**src/design/tcw_pkg.sv**
```systemverilog
// Shared types and constants for the text console writer.
`default_nettype none

package tcw_pkg;

    // Field widths of the command and response items
    localparam int MODE_W    = 2;
    localparam int CHAR_W    = 8;
    localparam int ATTR_W    = 8;
    localparam int INDEX_W   = 11;
    localparam int ROW_OUT_W = 5;
    localparam int COL_OUT_W = 7;
    localparam int LIN_OUT_W = 12;
    localparam int CELL_W    = CHAR_W + ATTR_W;

    // Command modes
    localparam logic [MODE_W-1:0] MODE_PUT   = 2'd0;
    localparam logic [MODE_W-1:0] MODE_READ  = 2'd1;
    localparam logic [MODE_W-1:0] MODE_CLEAR = 2'd2;

    // Character codes with a meaning of their own
    localparam logic [CHAR_W-1:0] CH_BACKSPACE = 8'd8;
    localparam logic [CHAR_W-1:0] CH_NEWLINE   = 8'd10;
    localparam logic [CHAR_W-1:0] CH_SPACE     = 8'd32;

    localparam logic [ATTR_W-1:0] RESET_ATTR = 8'd7;

    typedef enum logic [2:0] {
        ST_INIT,
        ST_IDLE,
        ST_EXEC,
        ST_COPY,
        ST_BLANK,
        ST_PLACE,
        ST_CLEAR,
        ST_RESULT
    } tcw_state_t;

    typedef struct packed {
        logic                 valid;
        logic [ROW_OUT_W-1:0] row;
        logic [COL_OUT_W-1:0] col;
        logic [LIN_OUT_W-1:0] lin;
        logic [CHAR_W-1:0]    cell_char;
        logic [ATTR_W-1:0]    cell_attr;
    } tcw_result_t;

endpackage

`default_nettype wire

```
**src/design/tcw_in_if.sv**
```systemverilog
// Command channel: mode, character and cell index with valid and ready.
`default_nettype none

interface tcw_in_if
    import tcw_pkg::*;
();
    logic               valid;
    logic               ready;
    logic [MODE_W-1:0]  mode;
    logic [CHAR_W-1:0]  char_code;
    logic [INDEX_W-1:0] cell_index;

    modport source (output valid, output mode, output char_code, output cell_index,
                    input ready);
    modport sink (input valid, input mode, input char_code, input cell_index,
                  output ready);
endinterface

`default_nettype wire

```
**src/design/tcw_seq.sv**
```systemverilog
// Sequencer: cursor state, the cell sweep counter and all accesses to the screen store.
`default_nettype none

module tcw_seq
    import tcw_pkg::*;
#(
    parameter int COLUMNS = 80,
    parameter int ROWS    = 25
) (
    input  wire logic                                 clk,
    input  wire logic                                 rst_n,
    tcw_in_if.sink                                    cmd,
    input  wire logic [ATTR_W-1:0]                    attr,
    input  wire logic [CELL_W-1:0]                    ram_rdata,
    output logic                                      ram_we,
    output logic      [$clog2(ROWS*COLUMNS)-1:0]      ram_waddr,
    output logic      [CELL_W-1:0]                    ram_wdata,
    output logic      [$clog2(ROWS*COLUMNS)-1:0]      ram_raddr,
    output tcw_result_t                               res,
    input  wire logic                                 res_taken
);

    localparam int CELLS  = ROWS * COLUMNS;
    localparam int COPY_N = (ROWS - 1) * COLUMNS;
    localparam int ADDR_W = $clog2(CELLS);
    localparam int CNT_W  = $clog2(CELLS + 1);
    localparam int ROW_W  = $clog2(ROWS + 1);
    localparam int COL_W  = $clog2(COLUMNS + 1);

    tcw_state_t         state_reg, state_next;
    logic [ROW_W-1:0]   row_reg, row_next;
    logic [COL_W-1:0]   col_reg, col_next;
    logic [CNT_W-1:0]   cnt_reg, cnt_next;
    logic [MODE_W-1:0]  mode_reg;
    logic [CHAR_W-1:0]  char_reg;
    logic [ADDR_W-1:0]  idx_reg;
    logic               hit_reg;

    logic               done;
    logic               wrap;
    logic [ROW_W-1:0]   row_wrap;
    logic [COL_W-1:0]   col_wrap;
    logic [31:0]        put_lin;
    logic [31:0]        copy_src;
    logic [31:0]        place_addr;
    logic [31:0]        cmd_idx;
    logic [31:0]        res_lin;
    logic [31:0]        row_ext;
    logic [31:0]        col_ext;
    logic               accept;

    assign accept  = cmd.valid && cmd.ready;
    assign cmd_idx = 32'(cmd.cell_index);

    // A printable byte with a pending wrap lands on column zero of the next row.
    assign wrap     = (col_reg >= COLUMNS);
    assign row_wrap = wrap ? row_reg + 1'b1 : row_reg;
    assign col_wrap = wrap ? '0 : col_reg;
    assign put_lin  = 32'(row_wrap) * 32'(COLUMNS) + 32'(col_wrap);

    assign copy_src   = 32'(cnt_reg) + 32'(COLUMNS);
    assign place_addr = 32'(COPY_N) + 32'(col_reg);

    always_ff @(posedge clk or negedge rst_n)
    begin
        if (!rst_n)
        begin
            state_reg <= ST_INIT;
            row_reg   <= '0;
            col_reg   <= '0;
            cnt_reg   <= '0;
        end
        else
        begin
            state_reg <= state_next;
            row_reg   <= row_next;
            col_reg   <= col_next;
            cnt_reg   <= cnt_next;
        end
    end

    always_ff @(posedge clk)
    begin
        if (accept)
        begin
            mode_reg <= cmd.mode;
            char_reg <= cmd.char_code;
            idx_reg  <= cmd_idx[ADDR_W-1:0];
            hit_reg  <= (cmd_idx < 32'(CELLS));
        end
    end

    always_comb
    begin
        state_next = state_reg;
        row_next   = row_reg;
        col_next   = col_reg;
        cnt_next   = cnt_reg;
        ram_we     = 1'b0;
        ram_waddr  = cnt_reg[ADDR_W-1:0];
        ram_wdata  = {attr, CH_SPACE};
        ram_raddr  = idx_reg;
        cmd.ready  = 1'b0;
        done       = 1'b0;

        unique case (state_reg)
            ST_INIT:
            begin
                // Power-up pass that fills the store with blanks of the reset attribute.
                ram_we    = 1'b1;
                ram_wdata = {RESET_ATTR, CH_SPACE};
                if (cnt_reg == CNT_W'(CELLS - 1))
                begin
                    cnt_next   = '0;
                    state_next = ST_IDLE;
                end
                else
                begin
                    cnt_next = cnt_reg + 1'b1;
                end
            end
            ST_IDLE:
            begin
                cmd.ready = 1'b1;
                ram_raddr = cmd_idx[ADDR_W-1:0];
                if (cmd.valid)
                begin
                    state_next = ST_EXEC;
                end
            end
            ST_EXEC:
            begin
                case (mode_reg)
                    MODE_PUT:
                    begin
                        if (char_reg == CH_NEWLINE)
                        begin
                            if (row_reg < ROWS)
                            begin
                                row_next = row_reg + 1'b1;
                            end
                            col_next = '0;
                            done     = 1'b1;
                        end
                        else if (char_reg == CH_BACKSPACE)
                        begin
                            if (col_reg != '0)
                            begin
                                col_next = col_reg - 1'b1;
                            end
                            done = 1'b1;
                        end
                        else if (row_wrap >= ROWS)
                        begin
                            // Scroll first; the byte is placed once the bottom row is blank.
                            row_next   = ROW_W'(ROWS - 1);
                            col_next   = col_wrap;
                            cnt_next   = '0;
                            state_next = ST_COPY;
                        end
                        else
                        begin
                            ram_we    = 1'b1;
                            ram_waddr = put_lin[ADDR_W-1:0];
                            ram_wdata = {attr, char_reg};
                            row_next  = row_wrap;
                            col_next  = col_wrap + 1'b1;
                            done      = 1'b1;
                        end
                    end
                    MODE_CLEAR:
                    begin
                        cnt_next   = '0;
                        state_next = ST_CLEAR;
                    end
                    default:
                    begin
                        done = 1'b1;
                    end
                endcase
            end
            ST_COPY:
            begin
                // Read one row ahead and write the cell fetched in the previous cycle.
                if (cnt_reg != CNT_W'(COPY_N))
                begin
                    ram_raddr = copy_src[ADDR_W-1:0];
                end
                if (cnt_reg != '0)
                begin
                    ram_we    = 1'b1;
                    ram_waddr = ADDR_W'(cnt_reg - 1'b1);
                    ram_wdata = ram_rdata;
                end
                if (cnt_reg == CNT_W'(COPY_N))
                begin
                    state_next = ST_BLANK;
                end
                else
                begin
                    cnt_next = cnt_reg + 1'b1;
                end
            end
            ST_BLANK:
            begin
                ram_we = 1'b1;
                if (cnt_reg == CNT_W'(CELLS - 1))
                begin
                    state_next = ST_PLACE;
                end
                else
                begin
                    cnt_next = cnt_reg + 1'b1;
                end
            end
            ST_PLACE:
            begin
                ram_we    = 1'b1;
                ram_waddr = place_addr[ADDR_W-1:0];
                ram_wdata = {attr, char_reg};
                col_next  = col_reg + 1'b1;
                done      = 1'b1;
            end
            ST_CLEAR:
            begin
                ram_we = 1'b1;
                if (cnt_reg == CNT_W'(CELLS - 1))
                begin
                    row_next = '0;
                    col_next = '0;
                    done     = 1'b1;
                end
                else
                begin
                    cnt_next = cnt_reg + 1'b1;
                end
            end
            ST_RESULT:
            begin
                done = 1'b1;
            end
            default:
            begin
                state_next = ST_IDLE;
            end
        endcase

        // The result leaves straight away when the output slot is free.
        if (done)
        begin
            state_next = res_taken ? ST_IDLE : ST_RESULT;
        end
    end

    assign row_ext = 32'(row_next);
    assign col_ext = 32'(col_next);
    assign res_lin = row_ext * 32'(COLUMNS) + col_ext;

    always_comb
    begin
        res.valid = done;
        res.row   = row_ext[ROW_OUT_W-1:0];
        res.col   = col_ext[COL_OUT_W-1:0];
        res.lin   = res_lin[LIN_OUT_W-1:0];
        if (mode_reg == MODE_READ && hit_reg)
        begin
            res.cell_char = ram_rdata[CHAR_W-1:0];
            res.cell_attr = ram_rdata[CELL_W-1:CHAR_W];
        end
        else
        begin
            res.cell_char = '0;
            res.cell_attr = '0;
        end
    end

    a_accept_starts_work: assert property (@(posedge clk) disable iff (!rst_n)
        accept |=> state_reg == ST_EXEC)
        else $error("accepted item did not start execution");

    a_no_write_when_idle: assert property (@(posedge clk) disable iff (!rst_n)
        (state_reg == ST_IDLE || state_reg == ST_RESULT) |-> !ram_we)
        else $error("screen store written while no item is at work");

    a_cursor_bounds: assert property (@(posedge clk) disable iff (!rst_n)
        col_reg <= COLUMNS && row_reg <= ROWS)
        else $error("cursor outside its range");

    a_scroll_lands_on_last_row: assert property (@(posedge clk) disable iff (!rst_n)
        state_reg == ST_COPY |-> row_reg == ROW_W'(ROWS - 1) && cnt_reg <= CNT_W'(COPY_N))
        else $error("scroll sweep out of step with the cursor");

endmodule

`default_nettype wire
```
**src/flat_wrapper.sv**
```systemverilog
// flat-port wrapper written by rule: the top's interface ports become plain ports
module tcw_seq_flat import tcw_pkg::*;
#(
    parameter int COLUMNS = 80,
    parameter int ROWS    = 25
)
  (clk, rst_n, attr, ram_rdata, ram_we, ram_waddr, ram_wdata, ram_raddr, res, res_taken, cmd_valid, cmd_mode, cmd_char_code, cmd_cell_index, cmd_ready);
  tcw_in_if cmd_i ();
  input  wire logic clk;
  input  wire logic rst_n;
  input  wire logic [ATTR_W-1:0] attr;
  input  wire logic [CELL_W-1:0] ram_rdata;
  output logic ram_we;
  output logic      [$clog2(ROWS*COLUMNS)-1:0] ram_waddr;
  output logic      [CELL_W-1:0] ram_wdata;
  output logic      [$clog2(ROWS*COLUMNS)-1:0] ram_raddr;
  output tcw_result_t res;
  input  wire logic res_taken;
  input wire logic [$bits(cmd_i.valid)-1:0] cmd_valid;
  input wire logic [$bits(cmd_i.mode)-1:0] cmd_mode;
  input wire logic [$bits(cmd_i.char_code)-1:0] cmd_char_code;
  input wire logic [$bits(cmd_i.cell_index)-1:0] cmd_cell_index;
  output wire logic [$bits(cmd_i.ready)-1:0] cmd_ready;
  assign cmd_i.valid = cmd_valid;
  assign cmd_i.mode = cmd_mode;
  assign cmd_i.char_code = cmd_char_code;
  assign cmd_i.cell_index = cmd_cell_index;
  assign cmd_ready = cmd_i.ready;
  tcw_seq #(.COLUMNS(COLUMNS), .ROWS(ROWS)) u_core (.clk(clk), .rst_n(rst_n), .cmd(cmd_i), .attr(attr), .ram_rdata(ram_rdata), .ram_we(ram_we), .ram_waddr(ram_waddr), .ram_wdata(ram_wdata), .ram_raddr(ram_raddr), .res(res), .res_taken(res_taken));
endmodule
```
**config.mk**
```make
export PLATFORM = sky130hd
export DESIGN_NAME = tcw_seq_flat
export DESIGN_NICKNAME = d
export VERILOG_FILES = /design/src/design/tcw_pkg.sv /design/src/design/tcw_in_if.sv /design/src/design/tcw_seq.sv /design/src/flat_wrapper.sv
export SDC_FILE = /design/constraint.sdc
export NUM_CORES = 1
export LEC_CHECK = 0
export ABC_AREA = 1
export BUFFER_PORTS_ARGS = -buffer_cell sky130_fd_sc_hd__buf_2
export CAP_MARGIN = 40
export CORE_ASPECT_RATIO = 1.5
export CORE_MARGIN = 5
export CORE_UTILIZATION = 60
export CTS_CLUSTER_SIZE = 20
export DETAILED_ROUTE_END_ITERATION = 16
export PLACE_DENSITY = 0.88
export SYNTH_ARGS = -nofsm -noshare
export SYNTH_HDL_FRONTEND = slang
export SYNTH_SLANG_ARGS = --single-unit
export TNS_END_PERCENT = 5
```
**constraint.sdc**
```tcl
create_clock -name clk -period 10.4 [get_ports clk]
set_input_delay 1.04 -clock clk [delete_from_list [all_inputs] [get_ports clk]]
set_output_delay 1.04 -clock clk [all_outputs]
set_load 0.05 [all_outputs]
```
==> flow_metrics.env <==
export IMPL_cp_cell_sequence="nor2_2 > nor2_4 > nand2_1 > nand2_1 > nand3_2 > nand3_4 > nand2_1 > o21ai_0 > a21oi_1 > o21ai_0 > ha_1 > ha_1 > inv_1 > fa_1 > xnor2_1 > inv_1 > nor4_1 > nand3_1 > nand2_1 > buf_2"
export IMPL_worstPathMaxFanout=13
export IMPL_htreeDepth=2
export IMPL_synth_top_cells_by_area="sky130_fd_sc_hd__nand2_1, sky130_fd_sc_hd__edfxtp_1, sky130_fd_sc_hd__dfrtp_1"
export IMPL_finalHoldViolCount=0
export IMPL_count_of_pins_over_their_slew_limit=0
export IMPL_ctsHoldBuffers=0
export IMPL_cts_root_buffer="sky130_fd_sc_hd__clkbuf_16"
export IMPL_first_pass_grt_wire_length_microns=26400
export IMPL_clock_skew_ps=8.78
export IMPL_cts_num_sinks=48
export IMPL_initial_core_util=0.605
export IMPL_synth_top_flop_cell="sky130_fd_sc_hd__dfrtp_1"
export IMPL_r2r_cells=9
export IMPL_remaining_drc_errors=0
export IMPL_synth_yosys_warnings=0
export IMPL_min_delay_start="u_core.state_reg[1]"
export IMPL_post_synth_top_area_fraction=0.154
export IMPL_synth_edff_count=22
export IMPL_grt_pass1_vias=5712
export IMPL_cpMaxStageDelayCell="sky130_fd_sc_hd__dfrtp_1"
export IMPL_floorplan_die_width_microns=86.6
export IMPL_critPathArrivalTime_ps=4820
export IMPL_crit_reg2reg_capture="u_core.cnt_reg[0]"
export IMPL_post_synth_top_area_cell="sky130_fd_sc_hd__nand2_1"
export IMPL_yosys_cell_count_top_type="sky130_fd_sc_hd__nand2_1"
export IMPL_top_level_ports=130
export IMPL_crit_path_end_kind="output port"
export IMPL_finalWeightedCongestion=1.00
export IMPL_tightest_slew_ps=864
export IMPL_clock_tree_from_tritoncts="yes"
export IMPL_hold_end="u_core.state_reg[1]"
export IMPL_run_status="finished clean"
export IMPL_max_clock_path_buffers=2
export IMPL_avgViaCountPerCell=5.79
export IMPL_rrSetupSlack_ps=7340
export IMPL_most_used_cell_cp="sky130_fd_sc_hd__nand2_1"
export IMPL_final_core_utilization=0.695
export IMPL_worst_setup_path_start_kind="flop"
export IMPL_cts_buffers=5
export IMPL_cp_required_ps=9360
export IMPL_critPathLaunch="u_core.col_reg[5]"
export IMPL_rows=42
export IMPL_die_area_sq_um=10800
export IMPL_synthesis_instances=803
export IMPL_synth_ff_latch_count=48
export IMPL_worst_setup_hold_path_clk_slew_ps=70
export IMPL_final_setup_tns_ps=0
export IMPL_postSynth_asyncResetShare=0.542
export IMPL_achievable_freq_mhz=171
export IMPL_core_area_sq_um=8720
export IMPL_buffer_ports_inserted=129
export IMPL_relSlewSlack=0.422
export IMPL_criticalPathCategory="flop to output port"
export IMPL_globalRouteTotalUtil=0.301
export IMPL_rsz0062_at_grt="no"
export IMPL_initialDrtViolationCount=355
export IMPL_cpPeakStageDelay_ps=640
export IMPL_antenna_found_initial=0
export IMPL_layout_filler_cells=817
export IMPL_dr_pass1_iters=5
export IMPL_layout_cell_area_non_filler_sq_um=6070
export IMPL_num_vias=5903
export IMPL_postPlaceCellArea_sq_um=5900
export IMPL_timing_final_crit_period_ps=5860
export IMPL_drive_above_1_share=0.186
export IMPL_holdCritPathClass="flop to flop"
export IMPL_n_antenna_cell=0
export IMPL_largest_net_degree_at_the_start_of_global_routing=27
export IMPL_most_used_standard_cells_in_the_synthesized_netlist="sky130_fd_sc_hd__nand2_1, sky130_fd_sc_hd__inv_1, sky130_fd_sc_hd__nor2_1, sky130_fd_sc_hd__o21ai_0, sky130_fd_sc_hd__nand3_1"
export IMPL_placed_cells=1011
export IMPL_final_antenna_net_count=0
export IMPL_detail_route_wirelength_microns=16300
export IMPL_yosysSeqAreaShare=0.249
export IMPL_flow_area_growth_from_synthesis_pct=15.0
export IMPL_post_synth_num_cell_types=50
export IMPL_detailedPlacementHpwl_microns=12900
export IMPL_finalNetCount=987
export IMPL_fin_crit_sh=0.564
export IMPL_detail_route_wl_per_cell_microns=16.0
export IMPL_buffer_count_from_post_cts_setup_fixing=0
export IMPL_drv_cap=0
export IMPL_clock_latency_ps=300
export IMPL_die_h_microns=125
export IMPL_postCtsResizedCells=0
export IMPL_overflow=0
export IMPL_worstReg2RegStart="u_core.mode_reg[0]"
export IMPL_avgSynthCellArea_sq_um=6.57
export IMPL_synth_net_count=882
export IMPL_timing_final_setup_violations=0
export IMPL_layout_cells_non_filler=1019
export IMPL_netlist_area_sq_um=5270
export IMPL_worstHoldPathCells=2
[metrics by stage]
step / hold slack, ps / worst slack (ps)
2_1_floorplan: 540 / 4510
3_3_place_gp: 593 / 5050
3_5_place_dp: 610 / 4870
4_1_cts: 623 / 4510
5_1_grt: 663 / 4010
6_report: 624 / 4540
[routing by layer]
layer	up-vias	global-route usage	part of all wire	wire length, microns
li1	2870	-	-	-
met1	2672	0.336	0.36	5940
met2	287	0.531	0.52	8400
met3	74	0.0483	0.068	1110
met4	0	0.161	0.052	850
met5	-	0	0	0
[logic make-up (layout without fill, tap and decap cells)]
group / after synthesis / in the layout / share of synthesized area
AND/OR/NAND/NOR: 385 / 385 / 0.322
AO/OA/AOI/OAI: 157 / 157 / 0.180
buffers and inverters: 151 / 257 / 0.119
flip-flops: 48 / 48 / 0.249
XOR/XNOR: 32 / 32 / 0.0531
adder cells (fa/ha/maj): 30 / 30 / 0.0769
[placed cells by master, fill, tap and decap left out, types with 4 or more instances in the layout]
master                      instances
sky130_fd_sc_hd__nand2_1          217
sky130_fd_sc_hd__buf_2            130
sky130_fd_sc_hd__inv_1            107
sky130_fd_sc_hd__nor2_1            68
sky130_fd_sc_hd__o21ai_0           65
sky130_fd_sc_hd__nand3_1           41
sky130_fd_sc_hd__a21oi_1           37
sky130_fd_sc_hd__ha_1              26
sky130_fd_sc_hd__dfrtp_1           26
sky130_fd_sc_hd__xor2_1            25
sky130_fd_sc_hd__edfxtp_1          22
sky130_fd_sc_hd__nand4_1           16
sky130_fd_sc_hd__o211ai_1          15
sky130_fd_sc_hd__nand3b_1          11
sky130_fd_sc_hd__nor3_1            10
sky130_fd_sc_hd__o22ai_1            8
sky130_fd_sc_hd__o2111ai_1          7
sky130_fd_sc_hd__xnor2_1            7
sky130_fd_sc_hd__inv_2              6
sky130_fd_sc_hd__nor2_2             5
sky130_fd_sc_hd__clkbuf_16          5
sky130_fd_sc_hd__a31oi_1            4
sky130_fd_sc_hd__fa_1               4
[worst max-delay path, delay by kind of cell (launching register included)]
kind | cells | cell delay (ps)
AND/OR/NAND/NOR | 10 | 1620
XOR/XNOR | 1 | 260
flip-flops | 1 | 640
AO/OA/AOI/OAI | 3 | 810
adder cells (fa/ha/maj) | 3 | 810
buffers and inverters | 3 | 380
[layout make-up]
cell class	count	area, sq um	area share
Timing Repair Buffer	133	677	0.112
Tap cell	110	138	0.0227
Clock buffer	5	125	0.0206
Clock inverter	3	42.5	0.00701
Sequential cell	48	1310	0.216
Multi-Input combinational cell	604	3340	0.550
Inverter	116	438	0.0722
[how the worst max path moves through the flow]
stage,end,slack (ps),cells after the start
after CTS,res[27],4510,20
after detailed placement,res[27],4870,20
after global routing,res[27],4010,20
after global placement,res[27],5050,20
after floorplan,res[24],4510,16
final,res[27],4540,20
Power is left out: the tool's default activity adds up to more than one toggle a clock period on the data nets, which glitch-free logic cannot reach.
